$ cat config.mk
export PLATFORM = sky130hd
export DESIGN_NAME = serial_console_flow_engine
export DESIGN_NICKNAME = d
export VERILOG_FILES = /design/src/design/scfe_pkg.sv /design/src/design/scfe_ram.sv /design/src/design/scfe_front.sv /design/src/design/scfe_back.sv /design/src/design/serial_console_flow_engine.sv
export SDC_FILE = /design/constraint.sdc
export NUM_CORES = 2
export LEC_CHECK = 0
export BUFFER_PORTS_ARGS = -buffer_cell sky130_fd_sc_hd__buf_2
export CORE_ASPECT_RATIO = 0.9
export CORE_MARGIN = 2
export CORE_UTILIZATION = 55
export DETAILED_ROUTE_END_ITERATION = 10
export PLACE_DENSITY = 0.71
export SLEW_MARGIN = 25
export SYNTH_ARGS = -nofsm -noshare
export SYNTH_HDL_FRONTEND = slang
export SYNTH_SLANG_ARGS = --single-unit
$ cat constraint.sdc
create_clock -name clk -period 11.2 [get_ports clk]
set_input_delay 0.56 -clock clk [delete_from_list [all_inputs] [get_ports clk]]
set_output_delay 0.56 -clock clk [all_outputs]
set_load 0.05 [all_outputs]
$ cat src/design/scfe_pkg.sv
package scfe_pkg;

  // Default ring depth
  localparam int RING_DEPTH_DEF = 256;

  // Command codes
  localparam logic [1:0] CMD_ENQ   = 2'd0;
  localparam logic [1:0] CMD_TXRDY = 2'd1;
  localparam logic [1:0] CMD_RX    = 2'd2;
  localparam logic [1:0] CMD_LS    = 2'd3;

  // Result kinds
  localparam logic [1:0] KIND_NONE    = 2'd0;
  localparam logic [1:0] KIND_TX      = 2'd1;
  localparam logic [1:0] KIND_CONSOLE = 2'd2;
  localparam logic [1:0] KIND_SYSRQ   = 2'd3;

  // Flow control characters
  localparam logic [7:0] CODE_XOFF = 8'h13;
  localparam logic [7:0] CODE_XON  = 8'h11;

  // Line status masks
  localparam logic [7:0] LS_DATA    = 8'h01;
  localparam logic [7:0] LS_OVERRUN = 8'h02;
  localparam logic [7:0] LS_PARITY  = 8'h04;
  localparam logic [7:0] LS_FRAMING = 8'h08;
  localparam logic [7:0] LS_BREAK   = 8'h10;

  // Classified request handed from front to back
  typedef struct packed {
    logic [1:0] cmd;
    logic [7:0] data;
    logic       is_xoff;
    logic       is_xon;
    logic       tx_ready;
    logic       err_break;
    logic       err_framing;
    logic       err_parity;
    logic       err_overrun;
    logic [1:0] discard;
  } req_t;

  // One result item
  typedef struct packed {
    logic [1:0]  kind;
    logic [7:0]  out_byte;
    logic [8:0]  pending_count;
    logic        tx_irq_enable;
    logic        flow_stopped;
    logic [1:0]  discard_reads;
    logic [31:0] overrun_count;
    logic [31:0] parity_count;
    logic [31:0] framing_count;
    logic [31:0] break_count;
  } rsp_t;

endpackage

$ cat src/design/scfe_ram.sv
module scfe_ram #(
  parameter int WIDTH = 8,
  parameter int DEPTH = 256
) (
  input  logic                     clk,
  input  logic                     we,
  input  logic [$clog2(DEPTH)-1:0] waddr,
  input  logic [WIDTH-1:0]         wdata,
  input  logic [$clog2(DEPTH)-1:0] raddr,
  output logic [WIDTH-1:0]         rdata
);

  logic [WIDTH-1:0] mem [DEPTH];

  // One write port, one registered read port
  always_ff @(posedge clk) begin
    if (we) begin
      mem[waddr] <= wdata;
    end
    rdata <= mem[raddr];
  end

endmodule

$ cat src/design/scfe_front.sv
module scfe_front (
  input  logic                 clk,
  input  logic                 rst,
  input  logic                 push,
  output logic                 full,
  input  logic [1:0]           command,
  input  logic [7:0]           data_byte,
  input  logic [7:0]           line_status,
  input  logic                 tx_ready,
  output logic                 req_valid,
  output scfe_pkg::req_t       req,
  input  logic                 req_take
);

  scfe_pkg::req_t q [2];
  logic           wr_ptr;
  logic           rd_ptr;
  logic [1:0]     cnt;
  scfe_pkg::req_t cls;
  logic           do_push;
  logic           do_pop;
  logic           data_rdy;

  // Classify the incoming request
  always_comb begin
    data_rdy        = (line_status & scfe_pkg::LS_DATA) != 8'd0;
    cls.cmd         = command;
    cls.data        = data_byte;
    cls.is_xoff     = data_byte == scfe_pkg::CODE_XOFF;
    cls.is_xon      = data_byte == scfe_pkg::CODE_XON;
    cls.tx_ready    = tx_ready;
    cls.err_break   = (line_status & scfe_pkg::LS_BREAK) != 8'd0;
    cls.err_framing = (line_status & scfe_pkg::LS_FRAMING) != 8'd0;
    cls.err_parity  = (line_status & scfe_pkg::LS_PARITY) != 8'd0;
    cls.err_overrun = (line_status & scfe_pkg::LS_OVERRUN) != 8'd0;
    // discards only for break, framing, parity with data ready
    cls.discard     = data_rdy ? (2'({1'b0, cls.err_break}) + 2'({1'b0, cls.err_framing})
                                  + 2'({1'b0, cls.err_parity})) : 2'd0;
  end

  assign full      = cnt == 2'd2;
  assign do_push   = push && !full;
  assign req_valid = cnt != 2'd0;
  assign do_pop    = req_take && req_valid;
  assign req       = q[rd_ptr];

  // Request queue payload
  always_ff @(posedge clk) begin
    if (do_push) begin
      q[wr_ptr] <= cls;
    end
  end

  // Request queue control
  always_ff @(posedge clk) begin
    if (rst) begin
      wr_ptr <= 1'b0;
      rd_ptr <= 1'b0;
      cnt    <= 2'd0;
    end else begin
      if (do_push) begin
        wr_ptr <= ~wr_ptr;
      end
      if (do_pop) begin
        rd_ptr <= ~rd_ptr;
      end
      if (do_push && !do_pop) begin
        cnt <= cnt + 2'd1;
      end else if (do_pop && !do_push) begin
        cnt <= cnt - 2'd1;
      end
    end
  end

endmodule

$ cat src/design/scfe_back.sv
module scfe_back #(
  parameter int RING_DEPTH = scfe_pkg::RING_DEPTH_DEF
) (
  input  logic           clk,
  input  logic           rst,
  input  logic           req_valid,
  input  scfe_pkg::req_t req,
  output logic           req_take,
  output logic           rsp_empty,
  output scfe_pkg::rsp_t rsp,
  input  logic           rsp_pop
);

  localparam int PTR_W  = $clog2(RING_DEPTH);
  localparam int FILL_W = $clog2(RING_DEPTH + 1);

  localparam logic S_RUN  = 1'b0;
  localparam logic S_SEND = 1'b1;

  logic              state, state_next;
  logic [PTR_W-1:0]  wp, wp_next;
  logic [PTR_W-1:0]  rp, rp_next;
  logic [FILL_W-1:0] fill, fill_next;
  logic              hold, hold_next;
  logic              armed, armed_next;
  logic              irq, irq_next;
  logic [31:0]       ovr, ovr_next;
  logic [31:0]       par, par_next;
  logic [31:0]       frm, frm_next;
  logic [31:0]       brk, brk_next;

  logic              ram_we;
  logic [7:0]        ram_rdata;

  scfe_pkg::rsp_t    res;
  logic              res_push;
  logic              hold_eff;
  logic              can_send;

  scfe_pkg::rsp_t    oq [2];
  logic              oq_wr;
  logic              oq_rd;
  logic [1:0]        oq_cnt;
  logic              oq_full;
  logic              oq_pop;

  // Transmit ring storage
  scfe_ram #(
    .WIDTH (8),
    .DEPTH (RING_DEPTH)
  ) u_ring (
    .clk   (clk),
    .we    (ram_we),
    .waddr (wp),
    .wdata (req.data),
    .raddr (rp),
    .rdata (ram_rdata)
  );

  assign oq_full = oq_cnt == 2'd2;

  // Execute one request
  always_comb begin
    state_next = state;
    wp_next    = wp;
    rp_next    = rp;
    fill_next  = fill;
    hold_next  = hold;
    armed_next = armed;
    irq_next   = irq;
    ovr_next   = ovr;
    par_next   = par;
    frm_next   = frm;
    brk_next   = brk;
    ram_we     = 1'b0;
    req_take   = 1'b0;
    res_push   = 1'b0;
    hold_eff   = hold;
    can_send   = 1'b0;
    res.kind     = scfe_pkg::KIND_NONE;
    res.out_byte = 8'd0;
    res.discard_reads = 2'd0;

    if (state == S_SEND) begin
      // ring byte arrives from the registered read
      res_push     = 1'b1;
      res.kind     = scfe_pkg::KIND_TX;
      res.out_byte = ram_rdata;
      state_next   = S_RUN;
    end else if (req_valid && !oq_full) begin
      req_take = 1'b1;
      res_push = 1'b1;
      unique case (req.cmd)
        scfe_pkg::CMD_ENQ: begin
          if (fill == FILL_W'(RING_DEPTH)) begin
            res.kind     = scfe_pkg::KIND_TX;
            res.out_byte = req.data;
          end else begin
            ram_we    = 1'b1;
            wp_next   = (wp == PTR_W'(RING_DEPTH - 1)) ? '0 : wp + PTR_W'(1);
            fill_next = fill + FILL_W'(1);
            irq_next  = 1'b1;
          end
        end
        scfe_pkg::CMD_TXRDY: begin
          can_send = 1'b1;
        end
        scfe_pkg::CMD_RX: begin
          if (armed) begin
            armed_next   = 1'b0;
            res.kind     = scfe_pkg::KIND_SYSRQ;
            res.out_byte = req.data;
          end else if (req.is_xoff) begin
            hold_next = 1'b1;
          end else if (req.is_xon) begin
            hold_next = 1'b0;
            hold_eff  = 1'b0;
            can_send  = req.tx_ready;
          end else begin
            res.kind     = scfe_pkg::KIND_CONSOLE;
            res.out_byte = req.data;
          end
        end
        scfe_pkg::CMD_LS: begin
          if (req.err_break) begin
            brk_next   = brk + 32'd1;
            armed_next = 1'b1;
          end
          if (req.err_framing) begin
            frm_next = frm + 32'd1;
          end
          if (req.err_parity) begin
            par_next = par + 32'd1;
          end
          if (req.err_overrun) begin
            ovr_next = ovr + 32'd1;
          end
          res.discard_reads = req.discard;
        end
        default: ;
      endcase

      // drain one byte, or clear the interrupt request when empty
      if ((req.cmd == scfe_pkg::CMD_TXRDY) || (req.cmd == scfe_pkg::CMD_RX && !armed
          && !req.is_xoff && req.is_xon)) begin
        if (can_send && !hold_eff && fill != '0) begin
          rp_next    = (rp == PTR_W'(RING_DEPTH - 1)) ? '0 : rp + PTR_W'(1);
          fill_next  = fill - FILL_W'(1);
          res_push   = 1'b0;
          state_next = S_SEND;
          if (fill == FILL_W'(1)) begin
            irq_next = 1'b0;
          end
        end else if (fill == '0) begin
          irq_next = 1'b0;
        end
      end
    end

    res.pending_count = 9'(fill_next);
    res.tx_irq_enable = irq_next;
    res.flow_stopped  = hold_next;
    res.overrun_count = ovr_next;
    res.parity_count  = par_next;
    res.framing_count = frm_next;
    res.break_count   = brk_next;
  end

  // Engine state
  always_ff @(posedge clk) begin
    if (rst) begin
      state <= S_RUN;
      wp    <= '0;
      rp    <= '0;
      fill  <= '0;
      hold  <= 1'b0;
      armed <= 1'b0;
      irq   <= 1'b0;
      ovr   <= 32'd0;
      par   <= 32'd0;
      frm   <= 32'd0;
      brk   <= 32'd0;
    end else begin
      state <= state_next;
      wp    <= wp_next;
      rp    <= rp_next;
      fill  <= fill_next;
      hold  <= hold_next;
      armed <= armed_next;
      irq   <= irq_next;
      ovr   <= ovr_next;
      par   <= par_next;
      frm   <= frm_next;
      brk   <= brk_next;
    end
  end

  // Result queue
  assign rsp_empty = oq_cnt == 2'd0;
  assign oq_pop    = rsp_pop && !rsp_empty;
  assign rsp       = oq[oq_rd];

  always_ff @(posedge clk) begin
    if (res_push) begin
      oq[oq_wr] <= res;
    end
  end

  always_ff @(posedge clk) begin
    if (rst) begin
      oq_wr  <= 1'b0;
      oq_rd  <= 1'b0;
      oq_cnt <= 2'd0;
    end else begin
      if (res_push) begin
        oq_wr <= ~oq_wr;
      end
      if (oq_pop) begin
        oq_rd <= ~oq_rd;
      end
      if (res_push && !oq_pop) begin
        oq_cnt <= oq_cnt + 2'd1;
      end else if (oq_pop && !res_push) begin
        oq_cnt <= oq_cnt - 2'd1;
      end
    end
  end

endmodule

$ cat src/design/serial_console_flow_engine.sv
// A request pushed into the front queue is taken from it by the back end and its result is
// registered in the result queue, where empty goes low; a ring drain first goes through
// the RAM read and the send state. One request per cycle, stalled by a full queue or a send.
// Reset: synchronous rst clears pointers, fill level, flags, error counters and both
// queues; ring contents stay undefined until written, with no clearing pass.
module serial_console_flow_engine #(
  parameter int RING_DEPTH = scfe_pkg::RING_DEPTH_DEF
) (
  input  logic        clk,
  input  logic        rst,
  input  logic        push,
  output logic        full,
  input  logic [1:0]  command,
  input  logic [7:0]  data_byte,
  input  logic [7:0]  line_status,
  input  logic        tx_ready,
  output logic        empty,
  input  logic        pop,
  output logic [1:0]  kind,
  output logic [7:0]  out_byte,
  output logic [8:0]  pending_count,
  output logic        tx_irq_enable,
  output logic        flow_stopped,
  output logic [1:0]  discard_reads,
  output logic [31:0] overrun_count,
  output logic [31:0] parity_count,
  output logic [31:0] framing_count,
  output logic [31:0] break_count
);

  logic           req_valid;
  logic           req_take;
  scfe_pkg::req_t req;
  scfe_pkg::rsp_t rsp;

  // Front: accept and classify
  scfe_front u_front (
    .clk         (clk),
    .rst         (rst),
    .push        (push),
    .full        (full),
    .command     (command),
    .data_byte   (data_byte),
    .line_status (line_status),
    .tx_ready    (tx_ready),
    .req_valid   (req_valid),
    .req         (req),
    .req_take    (req_take)
  );

  // Back: ring, flow control, counters
  scfe_back #(
    .RING_DEPTH (RING_DEPTH)
  ) u_back (
    .clk       (clk),
    .rst       (rst),
    .req_valid (req_valid),
    .req       (req),
    .req_take  (req_take),
    .rsp_empty (empty),
    .rsp       (rsp),
    .rsp_pop   (pop)
  );

  assign kind          = rsp.kind;
  assign out_byte      = rsp.out_byte;
  assign pending_count = rsp.pending_count;
  assign tx_irq_enable = rsp.tx_irq_enable;
  assign flow_stopped  = rsp.flow_stopped;
  assign discard_reads = rsp.discard_reads;
  assign overrun_count = rsp.overrun_count;
  assign parity_count  = rsp.parity_count;
  assign framing_count = rsp.framing_count;
  assign break_count   = rsp.break_count;

endmodule
# --- After elaboration in Yosys (flattened, before gate mapping) ---
# Memory sizes are Yosys's and may differ from the RTL's. A register that Yosys moved wholly into a read port is not among the register bits.
# Index checks and enable logic that the tools add are counted.
totals:
  reg_bits: 165
  ram_bits: 2388
  inputBits: 23
  output_inout_bits: 153
  n_memories: 3
op_classes:
  addsub: 14
  eq_ne: 12
  n_mux: 87
  bitwise: 8
  n_reduce_logical: 36
memory_table:
  columns: ["name", "depth", "width", "read_ports", "rd_ports_with_merged_regs", "wr", "line", "source"]
  rows:
  - ["u_back.u_ring.mem", 256, 8, 1, 1, 1, "scfe_ram.sv:13", "logic [WIDTH-1:0] mem [DEPTH];"]
  - ["u_back.oq", 2, 151, 1, 1, 1, "scfe_back.sv:40", "scfe_pkg::rsp_t oq [2];"]
  - ["u_front.q", 2, 19, 1, 1, 1, "scfe_front.sv:15", "scfe_pkg::req_t q [2];"]
ops:
  columns: ["cell", "count"]
  rows:
  - ["$mux W32", 16]
  - ["$add A32 B1 Y32 const B", 4]
  - ["$mux W9", 7]
  - ["$mux W10", 5]
  - ["$mux W1", 46]
  - ["$pmux W10 S2", 1]
  - ["$add A8 B1 Y8 const B", 2]
  - ["$eq A8 B5 Y1 const B", 2]
  - ["$eq A8 B8 Y1 const B", 2]
  - ["$mux W2", 8]
  - ["$mux W8", 2]
  - ["$logic_and A1 B1 Y1", 13]
  - ["$reduce_and A4 Y1", 3]
  - ["$logic_not A1 Y1", 10]
  - ["$add A9 B1 Y9 const B", 1]
  - ["$eq A9 B1 Y1 const B", 1]
  - ["$eq A9 B9 Y1 const B", 1]
  - ["$logic_not A9 Y1", 1]
  - ["$reduce_bool A9 Y1", 1]
  - ["$sub A9 B1 Y9 const B", 1]
  - ["$eq A2 B2 Y1 const B", 4]
  - ["$not A1 Y1", 8]
  - ["$reduce_bool A2 Y1", 4]
  - ["$add A2 B1 Y2 const B", 2]
  - ["other kinds (9)", 12]

# --- Longest topological paths before layout ---
depth:
  ltp_word: 17
  depth_mapped: 15

# --- Modules after synthesis ---
# A second synthesis with hierarchy kept.
hier_totals:
  hier_cells: 5312
  hier_area_um2: 100822.9
modules_own_cells:
  columns: ["mod", "instances", "cells_each", "area_each_um2", "seq_area_each_um2"]
  rows:
  - ["scfe_ram", 1, 3733, 79556.3, 61659.1]
  - ["scfe_back", 1, 1486, 19617.6, 12311.8]
  - ["scfe_front", 1, 93, 1649.1, 1241.2]

# --- Worst setup path before layout ---
# OpenSTA, ideal clock, no wires.
synth_timing:
  kind: "flip-flop to flip-flop"
  from: "reg with a tool-made name"
  to: "mem u_back.oq[0][0] (netlist bit) (enable)"
  setup_ps: 682
  arrival_time_ps: 9200
  t_required_ps: 10518
  path_slack_ps: 1318
  path_stages_with_launch: 13
  path_cell_list: "dfxtp_1 > buf_4 > buf_1 > mux2i_1 > inv_1 > ha_1 > inv_1 > nor4_1 > a22o_1 > buf_2 > a311oi_1 > or2_2 > nor2b_1"
synth_rtl:
  columns: ["element", "line"]
  rows:
  - ["to (decl)", "scfe_back.sv:40"]

==> Flow_metrics.wiki <==
{| class="wikitable"
! Metric !! Value
|-
| Run status || finished clean
|-
| Reg2reg path depth || 10
|-
| Type of destination of the critical path || flop
|-
| Largest net degree at the start of global routing || around 170
|-
| Synthesized area divided by synthesized cell count || 19.01 sq um
|-
| Gate count after technology mapping || about 5,300
|-
| Placeable core region || ~0.18 sq mm
|-
| Flip-flop cell with the highest count after synthesis || sky130_fd_sc_hd__edfxtp_1
|-
| Worst R2R Setup Slack || about 5.7 ns
|-
| Grt total ovfl || 0
|-
| Half-perimeter wire length after placement || between 100,000 and 150,000 um
|-
| Count of routing violations after the opening detailed-route iteration || ~7,600
|-
| Worst flop-to-flop path endpoint || u_back.u_ring.mem[216][0]
|-
| Beginning of the worst hold path || push
|-
| Detailed-route vias per instance || 6.473
|-
| Ranking of synthesized cells by instance count || sky130_fd_sc_hd__edfxtp_1, sky130_fd_sc_hd__mux4_2, sky130_fd_sc_hd__nor2_1, sky130_fd_sc_hd__mux2i_1, sky130_fd_sc_hd__mux2_2
|-
| Number of cells on the worst hold path || 4
|-
| Normalized max-slew margin || 0.1790
|-
| Final nets || 5,562
|-
| Leakage power summed over all cells || ~35 nW
|-
| Areal power density over the cells || about 210 mW/mm^2
|-
| Antenna violations before repair || 12
|-
| Critical setup path kind || reg -> reg
|-
| Critical Path AT || 5.92 ns
|-
| Detailed-route DRC error count || 0
|-
| Unrepaired setup endpoints after global routing || no
|-
| Detailed-route via count || about 53,000
|-
| Multi-input gate area in the final layout || roughly 0.024 sq mm
|-
| Clock skew after layout || 0.06383 ns
|-
| Cells taking the most area after synthesis || sky130_fd_sc_hd__edfxtp_1, sky130_fd_sc_hd__mux4_2, sky130_fd_sc_hd__dfxtp_1, sky130_fd_sc_hd__mux2i_1, sky130_fd_sc_hd__mux2_2
|-
| Cts-stage hold buffer count || 16
|-
| Maximum count of clock buffers along a single path || 3
|-
| Total clock sinks || 2,563
|-
| First-pass GRT wire length || 359,200 um
|-
| Portion of the clock cycle consumed by the worst path in the final layout || 0.4879
|-
| Most repeated cell in the gate-level netlist after synthesis || sky130_fd_sc_hd__edfxtp_1
|-
| Maximum clock rate || roughly 180 MHz
|-
| Share of final-layout standard cells stronger than drive strength 1 || 0.2230
|-
| Number of slew-limit violations in the final report || 0
|-
| Pre-antenna DRT Iters || 8
|-
| Ys Warns || 0
|-
| Slew at the pin closest to its max-slew limit || about 1.2 ns
|-
| Number of buffers added on ports || approximately 170
|-
| Final standard cell utilization of the core || 0.6186
|-
| Floorplan die height || a little over 400 um
|-
| Avg WL per Cell || a little over 30 um
|-
| Floorplan row count || roughly 150
|-
| Clock edge transition at the registers on the reported setup and hold paths || roughly 0.070 ns
|-
| Worst Hold Class || in -> reg
|-
| Total wire length || roughly 250,000 um
|-
| Seq. cell area || between 0.07 and 0.08 sq mm
|-
| Net count after synthesis || roughly 5,300
|-
| Part of the Yosys area used for sequential elements || 0.7505
|-
| Startpoint type of the worst setup path || flop
|-
| Number of max-capacitance violations reported || 0
|-
| Power after layout || between 20 and 25 mW
|-
| Starting density of the core || 0.5539
|-
| Post-route minimum period || between 5 and 6 ns
|-
| Post-synthesis cell area || 0.1002 sq mm
|-
| Data required time at the worst endpoint || approximately 12 ns
|-
| Filler Cells Inserted || ~12,000
|-
| RD Place Congestion || roughly 0.88
|-
| Async set-reset flop share out of synthesis || 0
|-
| Width of the chip || around 450 um
|-
| Final setup violation count || 0
|-
| Number of global-route vias before repair || ~52,000
|-
| Hold path endpoint || u_front.wr_ptr
|-
| Area of the die || approximately 0.19 sq mm
|-
| Clock tree root driver cell || sky130_fd_sc_hd__clkbuf_16
|-
| Number of cells upsized or downsized after cts || 0
|-
| Cts bufs inserted || about 240
|-
| Number of buffers inserted to repair setup after CTS || 0
|-
| Total Routing Usage GR || 0.2681
|-
| Clock latency on the worst-skew pair || a little under 0.9 ns
|-
| I/O pin cnt || about 180
|-
| Final total negative setup slack || 0 ns
|-
| Layout overhead on the synthesized area || 11.67%
|-
| TritonCTS clock tree || done
|-
| Post-synthesis cell type count || just under 80
|-
| Number of flops mapped to enable cells by yosys || approximately 2,400
|-
| Hold violation total from the final report || 0
|-
| Synthesized flop and latch total || about 2,600
|-
| Area share of the leading cell type in the synthesized netlist || 0.7156
|-
| Max IR drop VDD || 0.0001671 V
|-
| Number of H-tree levels || 4
|-
| Crit-path max FO || 20
|-
| Biggest area consumer among synthesized cells || sky130_fd_sc_hd__edfxtp_1
|-
| Antenna Violating Nets Remaining || 0
|}
## critical path, stage by stage (launching register included)
cell                      delay (ns)
sky130_fd_sc_hd__dfxtp_1        0.31
sky130_fd_sc_hd__buf_4          0.36
sky130_fd_sc_hd__mux2i_1        0.42
sky130_fd_sc_hd__ha_1           0.34
sky130_fd_sc_hd__inv_1          0.07
sky130_fd_sc_hd__a41oi_1        0.57
sky130_fd_sc_hd__nand2_1        0.37
sky130_fd_sc_hd__nor3b_1        0.60
sky130_fd_sc_hd__nand2_1        0.70
sky130_fd_sc_hd__buf_4          0.54
sky130_fd_sc_hd__nor2_1         0.71
## flip-flops by register name (all words and copies together) (netlist names), named ones only
name and count:
u_back.armed 1, u_back.brk 32, u_back.fill 9, u_back.frm 32
u_back.hold 1, u_back.irq 1, u_back.oq 302, u_back.oq_cnt 2
u_back.oq_rd 1, u_back.oq_wr 1, u_back.ovr 32, u_back.par 32
u_back.rp 8, u_back.state 1, u_back.u_ring.mem 2048, u_back.u_ring.rdata 8
u_back.wp 8, u_front.cnt 2, u_front.q 38, u_front.rd_ptr 1
u_front.wr_ptr 1
## metrics by stage
stage	setup slack (ns)	area, sq um	instances	hold WS, ns
2_1_floorplan	1.318	100200	5272	0.4692
3_3_place_gp	6.108	103800	7658	0.4812
3_5_place_dp	6.094	103800	7658	0.4996
4_1_cts	6.046	111800	8122	0.02462
5_1_grt	5.535	111900	8129	0.05313
6_report	5.736	111900	8137	0.07609
## report_power, final
part           total (mW)  switching (mW)  internal, mW
combinational        3.50            2.73         0.775
clock                8.07            3.54          4.53
sequential           11.8           0.135          11.6
total                23.4            6.40          17.0
## final cells by class
class / instances / share of cell area
multi-input cells: 2390 / 0.2124
inverters: 30 / 0.001029
diodes: 11 / 0.0002460
flip-flops and latches: 2563 / 0.6723
well taps: 2400 / 0.02683
clock inverters: 127 / 0.01216
repair buffers: 295 / 0.01777
clock buffers: 321 / 0.05729
## per-layer routing
layer,routed length [um],track usage
met4,10280,0.1058
met5,12,0
met2,113400,0.3967
met1,97520,0.3852
met3,28890,0.06829
## placed cells by master, fill, tap and decap left out, types with 28 or more instances in the layout
| cell type | count |
|---|---|
| sky130_fd_sc_hd__mux2_2 | 173 |
| sky130_fd_sc_hd__clkinv_2 | 37 |
| sky130_fd_sc_hd__a22oi_1 | 57 |
| sky130_fd_sc_hd__xnor2_1 | 90 |
| sky130_fd_sc_hd__nand2_1 | 151 |
| sky130_fd_sc_hd__nor2_1 | 327 |
| sky130_fd_sc_hd__nand3_1 | 79 |
| sky130_fd_sc_hd__a221oi_1 | 57 |
| sky130_fd_sc_hd__nand4_1 | 47 |
| sky130_fd_sc_hd__inv_1 | 28 |
| sky130_fd_sc_hd__clkbuf_1 | 72 |
| sky130_fd_sc_hd__dfxtp_1 | 168 |
| sky130_fd_sc_hd__xor2_1 | 55 |
| sky130_fd_sc_hd__buf_2 | 172 |
| sky130_fd_sc_hd__mux2i_1 | 230 |
| sky130_fd_sc_hd__nor3_1 | 36 |
| sky130_fd_sc_hd__and2_1 | 154 |
| sky130_fd_sc_hd__mux4_2 | 440 |
| sky130_fd_sc_hd__a21oi_1 | 74 |
| sky130_fd_sc_hd__o21ai_0 | 45 |
| sky130_fd_sc_hd__edfxtp_1 | 2388 |
| sky130_fd_sc_hd__clkbuf_16 | 241 |
| sky130_fd_sc_hd__and3_1 | 38 |
| sky130_fd_sc_hd__clkinv_1 | 41 |
| sky130_fd_sc_hd__buf_4 | 95 |
## worst max path at each step
stage	startpoint	to	slack (ns)	depth (start not counted)
global route	flop	u_back.u_ring.mem[224][6]	5.53	10
floorplan	flop	u_back.oq[0][0]	1.32	12
finish	flop	u_back.u_ring.mem[216][0]	5.74	10
global placement	flop	u_back.u_ring.mem[208][4]	6.11	10
detailed placement	flop	u_back.u_ring.mem[88][0]	6.09	10
CTS	flop	u_back.u_ring.mem[216][0]	6.05	10
## cell families (layout without fill, tap and decap cells)
| group | after synthesis | after routing | share of synthesized area |
|---|---|---|---|
| AOI/OAI and AO/OA | 417 | 417 | 0.03001 |
| xor gates and xnor gates | 145 | 145 | 0.01267 |
| adders and majority gates | 20 | 20 | 0.002572 |
| buffers and inverters | 319 | 773 | 0.01431 |
| DFF | 2563 | 2563 | 0.7505 |
| muxes | 855 | 855 | 0.1426 |
| other | 0 | 11 | 0 |
| and+or+nand+nor | 953 | 953 | 0.04727 |
Note: power is estimated with default switching activity, not from simulation.
